$ cat src/hdl/ptq_pkg.sv
// shared types and codes for the priority task queue
`timescale 1ns / 1ps
`default_nettype none
package ptq_pkg;

	typedef enum logic [1:0] {
		KIND_ADD  = 2'd0,
		KIND_EXEC = 2'd1,
		KIND_VIEW = 2'd2
	} kind_t;

	typedef enum logic [2:0] {
		STS_ADDED    = 3'd0,
		STS_EXECUTED = 3'd1,
		STS_EMPTY    = 3'd2,
		STS_LISTED   = 3'd3,
		STS_FULL     = 3'd4
	} status_t;

	typedef enum logic [2:0] {
		ST_IDLE,
		ST_SCAN,
		ST_LAST,
		ST_COMMIT,
		ST_RESULT
	} state_t;

	localparam int PRI_W = 16;
	localparam int ID_W  = 16;
	localparam int TAG_W = 16;
	localparam int ENTRY_W = PRI_W + ID_W + TAG_W;

	typedef struct packed {
		logic start_op;
		logic load_quick;
		logic scan_clear;
		logic scan_step;
		logic commit;
		logic out_done;
	} ptq_cmd_t;

	typedef struct packed {
		logic full;
		logic empty;
		logic scan_end;
		logic more;
	} ptq_sts_t;

endpackage
`default_nettype wire

$ cat src/hdl/ptq_ram.sv
// generic single write port ram with registered read
`timescale 1ns / 1ps
`default_nettype none
module ptq_ram #(
	parameter int WIDTH = 48,
	parameter int DEPTH = 16
) (
	input  wire logic                     clk,
	input  wire logic                     wr_en,
	input  wire logic [$clog2(DEPTH)-1:0] wr_addr,
	input  wire logic [WIDTH-1:0]         wr_data,
	input  wire logic [$clog2(DEPTH)-1:0] rd_addr,
	output logic      [WIDTH-1:0]         rd_data
);

	logic [WIDTH-1:0] mem_q [DEPTH];

	always_ff @(posedge clk) begin
		if (wr_en) begin
			mem_q[wr_addr] <= wr_data;
		end
		rd_data <= mem_q[rd_addr];
	end

endmodule
`default_nettype wire

$ cat src/hdl/ptq_ctrl.sv
// controller state machine for the priority task queue
`timescale 1ns / 1ps
`default_nettype none
module ptq_ctrl (
	input  wire logic              clk,
	input  wire logic              arst_n,
	input  wire logic              in_valid,
	output logic                   in_ready,
	input  wire logic [1:0]        kind,
	output logic                   out_valid,
	input  wire logic              out_ready,
	input  wire ptq_pkg::ptq_sts_t sts,
	output ptq_pkg::ptq_cmd_t      cmd
);

	ptq_pkg::state_t state_q, state_d;

	always_ff @(posedge clk or negedge arst_n) begin
		if (!arst_n) begin
			state_q <= ptq_pkg::ST_IDLE;
		end else begin
			state_q <= state_d;
		end
	end

	always_comb begin
		state_d   = state_q;
		cmd       = '0;
		in_ready  = 1'b0;
		out_valid = 1'b0;
		case (state_q)
			ptq_pkg::ST_IDLE: begin
				in_ready = 1'b1;
				if (in_valid) begin
					cmd.start_op = 1'b1;
					case (kind)
						ptq_pkg::KIND_ADD: begin
							if (sts.full) begin
								cmd.load_quick = 1'b1;
								state_d = ptq_pkg::ST_RESULT;
							end else begin
								cmd.scan_clear = 1'b1;
								state_d = ptq_pkg::ST_SCAN;
							end
						end
						ptq_pkg::KIND_EXEC, ptq_pkg::KIND_VIEW: begin
							if (sts.empty) begin
								cmd.load_quick = 1'b1;
								state_d = ptq_pkg::ST_RESULT;
							end else begin
								cmd.scan_clear = 1'b1;
								state_d = ptq_pkg::ST_SCAN;
							end
						end
						default: begin
							state_d = ptq_pkg::ST_IDLE;
						end
					endcase
				end
			end
			ptq_pkg::ST_SCAN: begin
				cmd.scan_step = 1'b1;
				if (sts.scan_end) begin
					state_d = ptq_pkg::ST_LAST;
				end
			end
			ptq_pkg::ST_LAST: begin
				state_d = ptq_pkg::ST_COMMIT;
			end
			ptq_pkg::ST_COMMIT: begin
				cmd.commit = 1'b1;
				state_d = ptq_pkg::ST_RESULT;
			end
			ptq_pkg::ST_RESULT: begin
				out_valid = 1'b1;
				if (out_ready) begin
					cmd.out_done = 1'b1;
					if (sts.more) begin
						cmd.scan_clear = 1'b1;
						state_d = ptq_pkg::ST_SCAN;
					end else begin
						state_d = ptq_pkg::ST_IDLE;
					end
				end
			end
			default: begin
				state_d = ptq_pkg::ST_IDLE;
			end
		endcase
	end

endmodule
`default_nettype wire

$ cat src/hdl/ptq_dpath.sv
// datapath: slot store, sequential max search and result register
`timescale 1ns / 1ps
`default_nettype none
module ptq_dpath #(
	parameter int QUEUE_DEPTH = 16
) (
	input  wire logic                        clk,
	input  wire logic                        arst_n,
	input  wire logic [1:0]                  kind,
	input  wire logic signed [ptq_pkg::PRI_W-1:0] task_priority,
	input  wire logic [ptq_pkg::TAG_W-1:0]   task_tag,
	input  wire ptq_pkg::ptq_cmd_t           cmd,
	output ptq_pkg::ptq_sts_t                sts,
	output logic [2:0]                       status,
	output logic [ptq_pkg::ID_W-1:0]         task_id,
	output logic signed [ptq_pkg::PRI_W-1:0] task_priority_out,
	output logic [ptq_pkg::TAG_W-1:0]        task_tag_out,
	output logic                             last
);

	localparam int IW = (QUEUE_DEPTH > 1) ? $clog2(QUEUE_DEPTH) : 1;
	localparam int CW = $clog2(QUEUE_DEPTH + 1);

	// latched beat
	logic [1:0]                        kind_q;
	logic signed [ptq_pkg::PRI_W-1:0]  pri_in_q;
	logic [ptq_pkg::TAG_W-1:0]         tag_in_q;

	// slot bookkeeping
	logic [QUEUE_DEPTH-1:0] valid_q;
	logic [QUEUE_DEPTH-1:0] listed_q;
	logic [CW-1:0]          count_q;
	logic [CW-1:0]          listed_cnt_q;
	logic [ptq_pkg::ID_W-1:0] next_id_q;

	// scan
	logic [IW-1:0] idx_q;
	logic          rd_vld_s1;
	logic          cand_s1;
	logic          free_s1;
	logic [IW-1:0] idx_s1;

	logic                              best_vld_q;
	logic [IW-1:0]                     best_idx_q;
	logic signed [ptq_pkg::PRI_W-1:0]  best_pri_q;
	logic [ptq_pkg::ID_W-1:0]          best_id_q;
	logic [ptq_pkg::TAG_W-1:0]         best_tag_q;
	logic                              free_found_q;
	logic [IW-1:0]                     free_idx_q;

	// ram
	logic                          ram_we;
	logic [ptq_pkg::ENTRY_W-1:0]   ram_wdata;
	logic [ptq_pkg::ENTRY_W-1:0]   ram_rdata;
	logic signed [ptq_pkg::PRI_W-1:0] rd_pri;
	logic [ptq_pkg::ID_W-1:0]      rd_id;
	logic [ptq_pkg::TAG_W-1:0]     rd_tag;
	logic                          rd_beats;

	logic res_last_q;

	assign ram_we    = cmd.commit && (kind_q == ptq_pkg::KIND_ADD);
	assign ram_wdata = {pri_in_q, next_id_q, tag_in_q};

	ptq_ram #(
		.WIDTH(ptq_pkg::ENTRY_W),
		.DEPTH(QUEUE_DEPTH)
	) u_ram (
		.clk    (clk),
		.wr_en  (ram_we),
		.wr_addr(free_idx_q),
		.wr_data(ram_wdata),
		.rd_addr(idx_q),
		.rd_data(ram_rdata)
	);

	assign rd_pri = $signed(ram_rdata[ptq_pkg::ENTRY_W-1 -: ptq_pkg::PRI_W]);
	assign rd_id  = ram_rdata[ptq_pkg::ID_W+ptq_pkg::TAG_W-1 -: ptq_pkg::ID_W];
	assign rd_tag = ram_rdata[ptq_pkg::TAG_W-1:0];

	// strict win keeps the earlier slot on a full tie
	assign rd_beats = (rd_pri > best_pri_q) ||
		((rd_pri == best_pri_q) && (rd_id < best_id_q));

	assign sts.full     = (count_q == CW'(QUEUE_DEPTH));
	assign sts.empty    = (count_q == '0);
	assign sts.scan_end = (idx_q == IW'(QUEUE_DEPTH - 1));
	assign sts.more     = (kind_q == ptq_pkg::KIND_VIEW) && !res_last_q;

	assign last = res_last_q;

	always_ff @(posedge clk) begin
		if (cmd.start_op) begin
			kind_q   <= kind;
			pri_in_q <= task_priority;
			tag_in_q <= task_tag;
		end
	end

	// scan control
	always_ff @(posedge clk or negedge arst_n) begin
		if (!arst_n) begin
			idx_q        <= '0;
			rd_vld_s1    <= 1'b0;
			best_vld_q   <= 1'b0;
			free_found_q <= 1'b0;
		end else begin
			rd_vld_s1 <= cmd.scan_step;
			if (cmd.scan_clear) begin
				idx_q        <= '0;
				best_vld_q   <= 1'b0;
				free_found_q <= 1'b0;
			end else begin
				if (cmd.scan_step) begin
					idx_q <= idx_q + 1'b1;
				end
				if (rd_vld_s1 && cand_s1 && (!best_vld_q || rd_beats)) begin
					best_vld_q <= 1'b1;
				end
				if (rd_vld_s1 && free_s1) begin
					free_found_q <= 1'b1;
				end
			end
		end
	end

	// scan payload
	always_ff @(posedge clk) begin
		if (cmd.scan_step) begin
			idx_s1  <= idx_q;
			cand_s1 <= valid_q[idx_q] && !listed_q[idx_q];
			free_s1 <= !valid_q[idx_q];
		end
		if (rd_vld_s1 && cand_s1 && (!best_vld_q || rd_beats)) begin
			best_idx_q <= idx_s1;
			best_pri_q <= rd_pri;
			best_id_q  <= rd_id;
			best_tag_q <= rd_tag;
		end
		if (rd_vld_s1 && free_s1 && !free_found_q) begin
			free_idx_q <= idx_s1;
		end
	end

	// slot state and result
	always_ff @(posedge clk or negedge arst_n) begin
		if (!arst_n) begin
			valid_q      <= '0;
			listed_q     <= '0;
			count_q      <= '0;
			listed_cnt_q <= '0;
			next_id_q    <= ptq_pkg::ID_W'(1);
			res_last_q   <= 1'b0;
		end else begin
			if (cmd.load_quick) begin
				res_last_q <= 1'b1;
			end
			if (cmd.commit) begin
				case (kind_q)
					ptq_pkg::KIND_ADD: begin
						valid_q[free_idx_q] <= 1'b1;
						count_q    <= count_q + 1'b1;
						res_last_q <= 1'b1;
						if (next_id_q == '1) begin
							next_id_q <= ptq_pkg::ID_W'(1);
						end else begin
							next_id_q <= next_id_q + 1'b1;
						end
					end
					ptq_pkg::KIND_EXEC: begin
						valid_q[best_idx_q] <= 1'b0;
						count_q    <= count_q - 1'b1;
						res_last_q <= 1'b1;
					end
					ptq_pkg::KIND_VIEW: begin
						listed_q[best_idx_q] <= 1'b1;
						listed_cnt_q <= listed_cnt_q + 1'b1;
						res_last_q   <= ((listed_cnt_q + CW'(1)) == count_q);
					end
					default: begin
						res_last_q <= 1'b1;
					end
				endcase
			end
			if (cmd.out_done && res_last_q) begin
				listed_q     <= '0;
				listed_cnt_q <= '0;
			end
		end
	end

	// result payload
	always_ff @(posedge clk) begin
		if (cmd.load_quick) begin
			status            <= (kind == ptq_pkg::KIND_ADD) ? ptq_pkg::STS_FULL
				: ptq_pkg::STS_EMPTY;
			task_id           <= '0;
			task_priority_out <= '0;
			task_tag_out      <= '0;
		end else if (cmd.commit) begin
			if (kind_q == ptq_pkg::KIND_ADD) begin
				status            <= ptq_pkg::STS_ADDED;
				task_id           <= next_id_q;
				task_priority_out <= pri_in_q;
				task_tag_out      <= tag_in_q;
			end else begin
				status            <= (kind_q == ptq_pkg::KIND_EXEC) ? ptq_pkg::STS_EXECUTED
					: ptq_pkg::STS_LISTED;
				task_id           <= best_id_q;
				task_priority_out <= best_pri_q;
				task_tag_out      <= best_tag_q;
			end
		end
	end

endmodule
`default_nettype wire

$ cat src/hdl/priority_task_queue.sv
// top level of the priority task queue
// A max-priority store of QUEUE_DEPTH tasks. An add beat stores priority and tag
// with the next sequence id (1 to 65535, wrapping to 1) and answers added or full.
// An execute beat removes and returns the best task (highest priority, lower id on
// a tie) or answers empty. A view beat returns every pending task in that order,
// last set on the final one. One item is handled at a time. Slots live in a
// one-read-port ram that is scanned one slot per cycle; add and execute scan every
// slot, then commit and wait for the output handshake, a view scans again for each
// listed task, full and empty beats answer without a scan and wait for the output
// handshake, and ignored beats (kind 3) are accepted and give no output.
`timescale 1ns / 1ps
`default_nettype none
module priority_task_queue #(
	parameter int QUEUE_DEPTH = 16
) (
	input  wire logic        clk,
	input  wire logic        arst_n,
	input  wire logic        in_valid,
	output logic             in_ready,
	input  wire logic [1:0]  kind,
	input  wire logic signed [15:0] task_priority,
	input  wire logic [15:0] task_tag,
	output logic             out_valid,
	input  wire logic        out_ready,
	output logic [2:0]       status,
	output logic [15:0]      task_id,
	output logic signed [15:0] task_priority_out,
	output logic [15:0]      task_tag_out,
	output logic             last
);

	ptq_pkg::ptq_cmd_t cmd;
	ptq_pkg::ptq_sts_t sts;

	ptq_ctrl u_ctrl (
		.clk      (clk),
		.arst_n   (arst_n),
		.in_valid (in_valid),
		.in_ready (in_ready),
		.kind     (kind),
		.out_valid(out_valid),
		.out_ready(out_ready),
		.sts      (sts),
		.cmd      (cmd)
	);

	ptq_dpath #(
		.QUEUE_DEPTH(QUEUE_DEPTH)
	) u_dpath (
		.clk              (clk),
		.arst_n           (arst_n),
		.kind             (kind),
		.task_priority    (task_priority),
		.task_tag         (task_tag),
		.cmd              (cmd),
		.sts              (sts),
		.status           (status),
		.task_id          (task_id),
		.task_priority_out(task_priority_out),
		.task_tag_out     (task_tag_out),
		.last             (last)
	);

endmodule
`default_nettype wire
$ cat config.mk
export PLATFORM = sky130hd
export DESIGN_NAME = priority_task_queue
export DESIGN_NICKNAME = d
export VERILOG_FILES = /design/src/hdl/ptq_pkg.sv /design/src/hdl/ptq_ram.sv /design/src/hdl/ptq_ctrl.sv /design/src/hdl/ptq_dpath.sv /design/src/hdl/priority_task_queue.sv
export SDC_FILE = /design/constraint.sdc
export NUM_CORES = 1
export LEC_CHECK = 0
export BUFFER_PORTS_ARGS = -buffer_cell sky130_fd_sc_hd__buf_4
export CAP_MARGIN = 40
export CELL_PAD_IN_SITES_DETAIL_PLACEMENT = 1
export CELL_PAD_IN_SITES_GLOBAL_PLACEMENT = 1
export CORE_UTILIZATION = 55
export CTS_CLUSTER_DIAMETER = 100
export DETAILED_ROUTE_END_ITERATION = 7
export PLACE_DENSITY_LB_ADDON = 0.2
export SETUP_SLACK_MARGIN = 0.15
export SLEW_MARGIN = 0
export SYNTH_ARGS = -nofsm -noshare
export SYNTH_HDL_FRONTEND = slang
export SYNTH_SLANG_ARGS = --single-unit
export TNS_END_PERCENT = 1
$ cat constraint.sdc
create_clock -name clk -period 7.6 [get_ports clk]
set_input_delay 1.14 -clock clk [delete_from_list [all_inputs] [get_ports clk]]
set_output_delay 1.14 -clock clk [all_outputs]
set_load 0.03 [all_outputs]
==> run_results.csv, run 1 <==
group,metric,value,unit
critical_path,startpoint_type,"flip-flop",
route,vias_per_cell,6.23,
yosys,synthDominantCellAreaShare,66.3,%
yosys,synth_commonest_cells,"867 x edfxtp_1, 236 x mux4_2, 96 x dfxtp_1, 75 x nand2_1, 68 x dfrtp_1",
final_layout,fillers,5698,
yosys,synth_simple_gate_area_share,2.72,%
sta,setup_tns,0,ns
yosys,synthXorXnorAreaFrac,0.647,%
critical_path,max_stage_delay,0.73,ns
yosys,syn_inst,1905,
floorplanning,rows,97,
floorplanning,die_area,72400,µm²
worst_hold_path,whs_path_depth,0,
yosys,synth_area_leader_cell,"edfxtp_1",
global_routing,grt_pass1_vias,21196,
global_routing,antenna_found_initial,0,
critical_path,cp_data_arrival_time,3.94,ns
route,wl,94.7,mm
final_layout,antenna_cells,0,
sta,fmax,273,MHz
floorplanning,initial_core_util,55.9,%
pwr,p_per_area,354,nW/µm²
critical_path,crit_slowest_cell,"buf_4",
floorplanning,pin_count,92,
yosys,ys.flop_type,"edfxtp_1",
yosys,synth_edf_count,867,
job,maxCapViolCount,0,
yosys,syn_area,39300,µm²
sta,hold_viol,0,
final_layout,drive_above_1_share,26.2,%
global_routing,grt.total_usage,26.5,%
yosys,yosys_warnings,0,
pwr,leakage,14.5,nW
yosys,syn_nets,1983,
placement,dp_hpwl,51.2,mm
yosys,ys_seq_area_share,75.6,%
critical_path,end_kind,"flip-flop",
critical_path,r2r_cells,8,
critical_path,crit_buf_inv,2,
clock_tree,clk_path_buf_depth,3,
sta,timing.final.crit_share,48.1,%
sta,period_minus_slack,3.66,ns
route,dr.first_iter.drc_count,1854,
sta,setup_violations,0,
placement,port_buffers,91,
floorplanning,die_h,269,µm
clock_tree,post-cts-setup-buffer-count,0,
yosys,synth_most_common_cell,"edfxtp_1",
route,firstDrtPassIters,5,
pwr,p_total,15.9,mW
clock_tree,cts_resized,0,
global_routing,grt_pass1_wl,139,mm
sta,slew_headroom,28.6,%
critical_path,crit_type,"flip-flop to flip-flop",
yosys,synth_fa_ha_area_share,1.29,%
placement,gp_congestion,0.787,
route,drcViolationCount,0,
yosys,async_reset_ff_share,6.69,%
sta,rsz0062_at_grt,"no",
clock_tree,cts_tree,"built",
sta,worstMarginPinSlew,1.07,ns
floorplanning,die_w,269,µm
clock_tree,clock_latency,0.66,ns
global_routing,grt_max_degree,156,
clock_tree,cts_buffers,103,
pwr,ir_drop,0.270,mV
yosys,synth_top_family_by_area,"multiplexers",
global_routing,overflow,0,
critical_path,crit_family,"compound AO/OA/AOI/OAI gates",
clock_tree,ctsHoldBuffers,0,
sta,slew_viol_final,0,
yosys,syn_area_per_cell,20.6,µm²
final_layout,multi_input_area,9060,µm²
clock_tree,clk_pin_slew,0.06,ns
final_layout,area_growth,14.3,%
final_layout,regArea,29700,µm²
clock_tree,htree_num_levels,3,
final_layout,nNetsFinal,2140,
yosys,synthTopCellsByArea,"edfxtp_1 66%, mux4_2 14%, dfxtp_1 4.9%, dfrtp_1 4.3%, mux2i_1 1.4%",
sta,fin_skew,0.0185,ns
yosys,synth_mux_area_share,15.8,%
worst_hold_path,hold_path.class,"flip-flop to flip-flop",
clock_tree,numClockSinks,1032,
floorplanning,core,70300,µm²
clock_tree,cts-root-buf,"clkbuf_16",
run_status,status,"finished, final reports clean",
route,postRouteAntennaNets,0,
route,wire_per_inst,30.6,µm
yosys,synth_compound_area_share,2.29,%
critical_path,cp_max_fo,40,
critical_path,crit_cells,8,
critical_path,crit_path_cell_trace,"inv_1 > ha_1 > nand4_1 > or3_1 > a21o_1 > and3_1 > o32ai_4 > buf_4",
critical_path,cp.required,7.88,ns
yosys,synth.ff_latch_count,1032,
route,vias,19265,
yosys,netlist-cell-type-count,58,
==> layer usage <==
metal	vias to the layer above	routed length, µm	global-route usage (%)
li1	8080	-	-
met1	10305	38000	35.0
met2	710	48800	45.5
met3	170	5170	3.94
met4	0	2760	9.20
met5	-	0	0
==> final timing paths <==
check                                               from               endpoint  slack [ns]
worst min-delay path            u_dpath.u_ram.rd_data[6]  u_dpath.best_tag_q[6]        0.40
worst max-delay path               u_dpath.best_pri_q[9]   u_dpath.best_id_q[8]        3.94
min in group asynchronous                         arst_n      u_ctrl.state_q[2]        0.43
worst max register to register     u_dpath.best_pri_q[9]   u_dpath.best_id_q[8]        3.94
worst min register to register  u_dpath.u_ram.rd_data[6]  u_dpath.best_tag_q[6]        0.40
max in group asynchronous                         arst_n   u_dpath.next_id_q[0]        6.53
==> metrics by stage <==
step / utilization [%] / worst slack, ns / area [µm²] / hold slack [ns] / instances
after CTS: 63.9 / 3.90 / 44900 / 0.407 / 3093
after global placement: 58.5 / 4.03 / 41100 / 0.388 / 2888
after floorplan: - / 0.933 / 39300 / 0.386 / 1905
after global routing: 63.9 / 3.76 / 44900 / 0.414 / 3093
after detailed placement: 58.8 / 3.94 / 41300 / 0.393 / 2897
final: 63.9 / 3.94 / 44900 / 0.405 / 3093
==> sequential cells by signal, summed over array words and instances, names as in the netlist, 5 cells and up <==
signal,cells
u_dpath.best_id_q,16
u_dpath.best_pri_q,16
u_dpath.best_tag_q,16
u_dpath.count_q,5
u_dpath.listed_cnt_q,5
u_dpath.listed_q,16
u_dpath.next_id_q,16
u_dpath.pri_in_q,16
u_dpath.tag_in_q,16
u_dpath.task_id,16
u_dpath.task_priority_out,16
u_dpath.task_tag_out,16
u_dpath.u_ram.mem_q,768
u_dpath.u_ram.rd_data,48
u_dpath.valid_q,16
==> report_power, final <==
part	total (mW)	switching, mW	internal [mW]	leakage, nW
logic	3.20	1.64	1.56	3.66
clock network	5.32	2.14	3.19	1.75
registers	7.37	0.599	6.77	9.11
total	15.9	4.37	11.5	14.5
==> layout make-up <==
class                      instances  share of cell area (%)
clock inverter                    47                    1.33
tap                              940                    2.62
timing repair buffer             140                    2.72
multi-input combinational        744                    20.2
sequential                      1032                    66.2
clock buffer                     149                    6.61
inverter                          41                   0.343
==> logic make-up after synthesis <==
kind of cell,Yosys count
muxes,303
DFF,1032
adders and majority gates,40
buffers and inverters,129
and+or+nand+nor,222
xor gates and xnor gates,29
AOI/OAI and AO/OA,150
==> layout by cell type, fill, tap and decap left out, types with 14 or more instances in the layout <==
cell and instances:
o22ai_1 46, mux4_2 236, buf_4 129, dfxtp_1 96
dfrtp_1 64, bufinv_16 14, ha_1 39, nand2_1 75
clkinv_2 18, xnor2_1 17, edfxtp_1 867, o21ai_0 36
a21oi_1 31, clkbuf_1 30, nor2_1 57, inv_1 40
mux2i_1 53, clkbuf_16 108
No activity file was read; power rests on OpenSTA's default activity.
==> inputs of run 2 (changes only) <==
Settings changed: ABC_AREA from default to 1, CORE_UTILIZATION 55 to 51.
Clock period 7.6 ns to 3.5 ns, I/O delays scaled along.
==> run_results.csv, run 2 <==
group,metric,value,unit
sta,period_minus_slack,2.65,ns
placement,pre_cts_ws,0.875,ns
yosys,synthDominantCellAreaShare,64.4,%
yosys,synth_top_family_by_area,"compound AO/OA/AOI/OAI gates",
critical_path,cp.required,3.81,ns
sta,setup_tns,0,ns
clock_tree,htree_num_levels,3,
global_routing,use_met3,3.93,%
worst_hold_path,whs_path_depth,1,
yosys,synth_commonest_cells,"867 x edfxtp_1, 522 x nor2_1, 504 x o21ai_0, 299 x nand2_1, 173 x inv_1",
job,maxCapViolCount,0,
floorplanning,die_area,80400,µm²
global_routing,grt_pass1_wl,182,mm
yosys,syn_inst,3251,
sta,slew_headroom,10.8,%
clock_tree,numClockSinks,1032,
pwr,pwr-share-comb,27.1,%
pwr,leakage,16.8,nW
clock_tree,cts_buffers,106,
route,postRouteAntennaNets,0,
critical_path,cp_max_fo,35,
final_layout,drive_above_1_share,11.2,%
yosys,synth_simple_gate_area_share,9.73,%
sta,setup_violations,0,
pwr,p_per_area,832,nW/µm²
sta,rsz0062_at_grt,"no",
floorplanning,rows,102,
pwr,seq_power_share,41.9,%
pwr,p_clk_share,31.0,%
pwr,ir_drop,0.946,mV
clock_tree,clk_pin_slew,0.06,ns
global_routing,top_usage_layer,"met2",
global_routing,grt_pass1_vias,29452,
final_layout,nNetsFinal,3437,
pwr,switchingPower,13.6,mW
global_routing,use_met1,40.1,%
placement,port_buffers,91,
critical_path,end_kind,"flip-flop",
clock_tree,cts-root-buf,"clkbuf_16",
sta,fmax,377,MHz
floorplanning,die_w,283,µm
floorplanning,core,78000,µm²
sta,hold_viol,0,
final_layout,mostFrequentLayoutCell,"edfxtp_1",
critical_path,crit_type,"flip-flop to flip-flop",
sta,worst_slack,0.848,ns
yosys,syn_area_per_cell,12.4,µm²
yosys,synth_mux_area_share,0,%
clock_tree,clk_path_buf_depth,3,
critical_path,reg2reg_from,"u_dpath.best_pri_q[7]",
final_layout,antenna_cells,0,
critical_path,r2r_setup_slack,0.85,ns
clock_tree,post-cts-setup-buffer-count,0,
yosys,yosys_warnings,0,
final_layout,top_register,"u_dpath.u_ram.mem_q",
yosys,synth_fa_ha_area_share,1.26,%
final_layout,area_growth,15.5,%
clock_tree,cts_resized,0,
worst_hold_path,hold_path.class,"primary input to flip-flop",
worst_hold_path,hold_end,"u_dpath.tag_in_q[1]",
yosys,synthXorXnorAreaFrac,0.455,%
floorplanning,die_h,283,µm
route,firstDrtPassIters,6,
yosys,ys_seq_area_share,73.5,%
route,vias_per_cell,6.16,
critical_path,r2r_cells,11,
global_routing,grt_max_degree,233,
clock_tree,cts_tree,"built",
pwr,intPower,25.2,mW
floorplanning,initial_core_util,51.8,%
sta,fin_skew,0.0271,ns
final_layout,largest_reg_flops,768,
critical_path,cp_data_arrival_time,2.96,ns
worst_hold_path,hp-start,"task_tag[1]",
critical_path,r2r_end,"u_dpath.best_id_q[6]",
route,wire_per_inst,26.9,µm
route,vias,27673,
final_layout,final_cell_mix,"867 x edfxtp_1, 504 x nor2_1, 504 x o21ai_0",
route,drcViolationCount,0,
clock_tree,clock_latency,0.69,ns
yosys,synthTopCellsByArea,"edfxtp_1 64%, o21ai_0 6.2%, nor2_1 4.8%, dfxtp_1 4.8%, dfrtp_1 4.2%",
yosys,synth_area_leader_cell,"edfxtp_1",
yosys,syn_nets,3329,
yosys,synth_edf_count,867,
yosys,syn_area,40400,µm²
placement,gp_congestion,0.859,
route,dr.first_iter.drc_count,2668,
yosys,synth.ff_latch_count,1032,
critical_path,startpoint_type,"flip-flop",
yosys,async_reset_ff_share,6.69,%
global_routing,overflow,0,
final_layout,reg.largest.list,"u_dpath.u_ram.mem_q (768), u_dpath.u_ram.rd_data (48)",
final_layout,fillers,7658,
placement,dp_hpwl,66.8,mm
yosys,ys.flop_type,"edfxtp_1",
route,wl,121,mm
run_status,status,"finished, final reports clean",
global_routing,antenna_found_initial,2,
floorplanning,pin_count,92,
sta,worstMarginPinSlew,1.34,ns
sta,slew_viol_final,0,
pwr,switching_share,35.0,%
yosys,synth_compound_area_share,11.5,%
clock_tree,ctsHoldBuffers,22,
yosys,synth_most_common_cell,"edfxtp_1",
global_routing,grt.total_usage,30.0,%
global_routing,use_met2,50.6,%
sta,timing.final.crit_share,75.8,%
yosys,netlist-cell-type-count,51,
-- run 2: cell types whose count changed after synthesis, moves of 22 or more --
cell	change
nand3_1	+96
nor2_1	+455
mux4_2	-236
o221ai_1	+77
o21ai_0	+468
mux2i_1	-53
inv_1	+132
nand2_1	+224
clkbuf_1	+113
o21ai_1	+22
o22ai_1	+72
-- run 2: how the worst max path moves through the flow --
stage                                 end             startpoint
3_5_place_dp   u_dpath.u_ram.mem_q[7][33]      u_ctrl.state_q[2]
4_1_cts             u_dpath.best_tag_q[1]  u_dpath.best_pri_q[7]
2_1_floorplan  u_dpath.u_ram.mem_q[13][0]      u_ctrl.state_q[2]
5_1_grt             u_dpath.best_id_q[10]  u_dpath.best_pri_q[7]
6_report             u_dpath.best_id_q[6]  u_dpath.best_pri_q[7]
3_3_place_gp       u_dpath.best_tag_q[14]  u_dpath.best_id_q[13]
-- run 2: cells by family after synthesis --
group | count (synthesis)
AO/OA/AOI/OAI | 818
XOR/XNOR | 21
adder cells (fa/ha/maj) | 40
buffers and inverters | 371
flip-flops | 1032
AND/OR/NAND/NOR | 969
-- run 2: layer usage --
layer	wire length (µm)	vias up	share of wire, %
li1	-	11965	-
met1	49400	14318	41
met2	59500	1130	49
met3	7990	260	6.6
met4	4060	0	3.4
met5	0	-	0
-- run 2: layout make-up --
| class | count | area [µm²] | share of cell area [%] |
|---|---|---|---|
| Multi-Input combinational cell | 1848 | 9420 | 20.2 |
| Tap cell | 1040 | 1300 | 2.79 |
| Clock buffer | 136 | 2900 | 6.21 |
| Inverter | 181 | 692 | 1.48 |
| Clock inverter | 65 | 830 | 1.78 |
| Sequential cell | 1032 | 29700 | 63.6 |
| Timing Repair Buffer | 190 | 1820 | 3.91 |
-- run 2: power groups by stage --
| stage | registers (mW) | logic (mW) | clock network [mW] |
|---|---|---|---|
| 2_1_floorplan | 16.3 | 6.18 | 0 |
| 3_3_place_gp | 16.3 | 9.54 | 0 |
| 3_5_place_dp | 16.4 | 10.3 | 0 |
| 4_1_cts | 16.2 | 10.5 | 12.2 |
| 5_1_grt | 16.4 | 11.5 | 12.6 |
| 6_report | 16.3 | 10.5 | 12.0 |
-- run 2: critical path, stage by stage, from the launching register on --
cell and delay [ns]:
edfxtp_1 0.36, inv_1 0.05, ha_1 0.28, nand2_1 0.06
inv_1 0.08, nand3_1 0.17, nor3_1 0.34, nand3_1 0.14
nand3_1 0.10, nand2_1 0.07, inv_2 0.07, buf_4 0.54
-- run 2: metrics by stage --
step | hold WS (ns) | cell area [µm²] | cells | util (%) | total power [mW]
after floorplan | 0.229 | 40400 | 3251 | - | 22.5
after global placement | 0.388 | 42600 | 4262 | 54.6 | 25.9
after detailed placement | 0.390 | 42700 | 4269 | 54.8 | 26.7
after CTS | 0.000526 | 46700 | 4492 | 59.8 | 38.9
after global routing | 0.00464 | 46700 | 4492 | 59.8 | 40.4
final | 0.0216 | 46700 | 4492 | 59.8 | 38.8
==> inputs of run 3 (changes only) <==
Settings changed: ABC_AREA 1 to 0, CORE_UTILIZATION 51 to 50.
Clock period 3.5 ns to 2.3 ns, I/O delays scaled along.
==> run_results.csv, run 3 (synthesis results as in run 1) <==
group,metric,value,unit
critical_path,r2r_cells,9,
worst_hold_path,hp-start,"out_ready",
placement,gp_congestion,0.773,
route,drcViolationCount,0,
critical_path,r2r_setup_slack,-0.30,ns
final_layout,final_cell_mix,"867 x edfxtp_1, 244 x mux4_2, 163 x buf_4",
sta,rsz0062_at_grt,"yes",
final_layout,reg.largest.list,"u_dpath.u_ram.mem_q (768), u_dpath.u_ram.rd_data (48)",
clock_tree,clk_path_buf_depth,3,
critical_path,r2r_end,"u_dpath.best_tag_q[8]",
route,firstDrtPassIters,5,
sta,setup_tns,-14.57,ns
global_routing,grt.total_usage,25.1,%
sta,period_minus_slack,2.60,ns
clock_tree,htree_num_levels,3,
final_layout,nNetsFinal,2284,
floorplanning,die_w,282,µm
sta,timing.final.crit_share,113,%
route,wl,96.9,mm
floorplanning,rows,102,
clock_tree,clock_latency,0.66,ns
worst_hold_path,hold_path.class,"primary input to flip-flop",
pwr,leakage,15.4,nW
clock_tree,clk_pin_slew,0.06,ns
floorplanning,pin_count,92,
critical_path,cp.required,2.64,ns
final_layout,drive_above_1_share,31.5,%
run_status,status,"complete, but fails checks",
sta,slew_viol_final,0,
global_routing,overflow,0,
floorplanning,die_h,282,µm
worst_hold_path,hold_end,"u_ctrl.state_q[2]",
critical_path,cp_max_fo,14,
sta,whs,0.0432,ns
sta,worst_slack,-0.298,ns
placement,port_buffers,91,
floorplanning,die_area,79600,µm²
sta,worstMarginPinSlew,0.693,ns
clock_tree,cts-root-buf,"clkbuf_16",
final_layout,mostFrequentLayoutCell,"edfxtp_1",
global_routing,antenna_found_initial,1,
critical_path,reg2reg_from,"u_dpath.best_pri_q[13]",
clock_tree,numClockSinks,1032,
sta,fmax,385,MHz
final_layout,antenna_cells,0,
final_layout,top_register,"u_dpath.u_ram.mem_q",
critical_path,end_kind,"flip-flop",
sta,slew_headroom,53.8,%
route,dr.first_iter.drc_count,1782,
critical_path,startpoint_type,"flip-flop",
global_routing,grt_pass1_vias,21291,
final_layout,final_util,60.7,%
route,postRouteAntennaNets,0,
clock_tree,cts_tree,"built",
placement,dp_hpwl,57.2,mm
pwr,ir_drop,0.741,mV
route,vias,19825,
sta,hold_viol,0,
sta,setup_violations,52,
route,wire_per_inst,29.0,µm
final_layout,largest_reg_flops,768,
global_routing,grt_max_degree,53,
worst_hold_path,whs_path_depth,3,
floorplanning,initial_core_util,50.6,%
critical_path,cp_data_arrival_time,2.94,ns
clock_tree,cts_buffers,104,
route,vias_per_cell,5.94,
final_layout,area_growth,19.9,%
global_routing,grt_pass1_wl,143,mm
sta,fin_skew,0.0302,ns
pwr,p_per_area,1130,nW/µm²
floorplanning,core,77600,µm²
job,maxCapViolCount,0,
critical_path,crit_type,"flip-flop to flip-flop",
run_status,failed_checks,"setup timing",
[run 3: cell count changes in the layout (fill, tap and decap cells not counted), sizes merged, moves of 53 or more]
cell | before | now
o221ai | 77 | 0
inv | 185 | 46
mux4 | 0 | 249
nand2 | 299 | 75
o22ai | 118 | 46
buf | 168 | 244
mux2i | 0 | 53
o21ai | 528 | 37
nor2 | 528 | 67
nand3 | 109 | 10
[run 3: routing by layer]
layer	share of wire [%]	vias up	wire [µm]	GRT usage, %
li1	-	8364	-	-
met1	42	10665	40300	34.7
met2	51	657	49100	42.2
met3	5.4	137	5200	3.38
met4	2.3	2	2270	7.25
met5	0.013	-	13	0
[run 3: worst max-delay path, cell delays in order, from the launching register on]
cell,delay [ns]
edfxtp_1,0.36
inv_1,0.06
ha_1,0.29
nand4_1,0.13
or3_4,0.40
a21o_1,0.18
and3_4,0.18
o32ai_4,0.31
buf_4,0.18
buf_12,0.17
[run 3: worst max path at each step]
stage / to / startpoint
after floorplan: u_dpath.best_id_q[0] / u_dpath.best_pri_q[14]
final: u_dpath.best_tag_q[8] / u_dpath.best_pri_q[13]
after global routing: u_dpath.best_id_q[2] / u_dpath.best_pri_q[13]
after detailed placement: u_dpath.best_tag_q[2] / u_dpath.best_pri_q[14]
after global placement: u_dpath.best_tag_q[5] / u_dpath.best_pri_q[14]
after CTS: u_dpath.best_tag_q[13] / u_dpath.best_pri_q[15]
[run 3: what timing repair did]
item | in CTS | in global routing
endpoints found under the setup margin | 733 | 718
hold buffers | 35 | 0
setup buffers | 5 | 4
gates cloned | 2 | 1
pin swaps | 22 | 22
gates resized for setup | 41 | 42
hold endpoints to repair | 69 | 0
[run 3: power breakdown]
part / internal (mW) / leakage, nW / total [mW] / switching (mW)
registers: 22.4 / 9.10 / 24.0 / 1.66
clock network: 9.90 / 1.71 / 17.0 / 7.05
logic: 6.29 / 4.59 / 12.4 / 6.12
total: 38.6 / 15.4 / 53.4 / 14.8
[run 3: cell type report]
class / instances / area (µm²)
clock buffers: 140 / 2960
clock inverters: 56 / 492
fillers: 6647 / 30500
inverters: 41 / 154
multi-input cells: 744 / 9280
flip-flops and latches: 1032 / 29700
well taps: 1040 / 1300
repair buffers: 283 / 3190
[run 3: through the flow]
stage	power (mW)	cell area (µm²)	std cells	worst slack, ns
3_3_place_gp	35.9	42800	3093	-0.198
4_1_cts	53.6	46900	3331	-0.262
5_1_grt	55.4	47100	3336	-0.411
3_5_place_dp	36.3	42800	3093	-0.289
6_report	53.4	47100	3336	-0.298
2_1_floorplan	31.9	39400	1905	-0.878
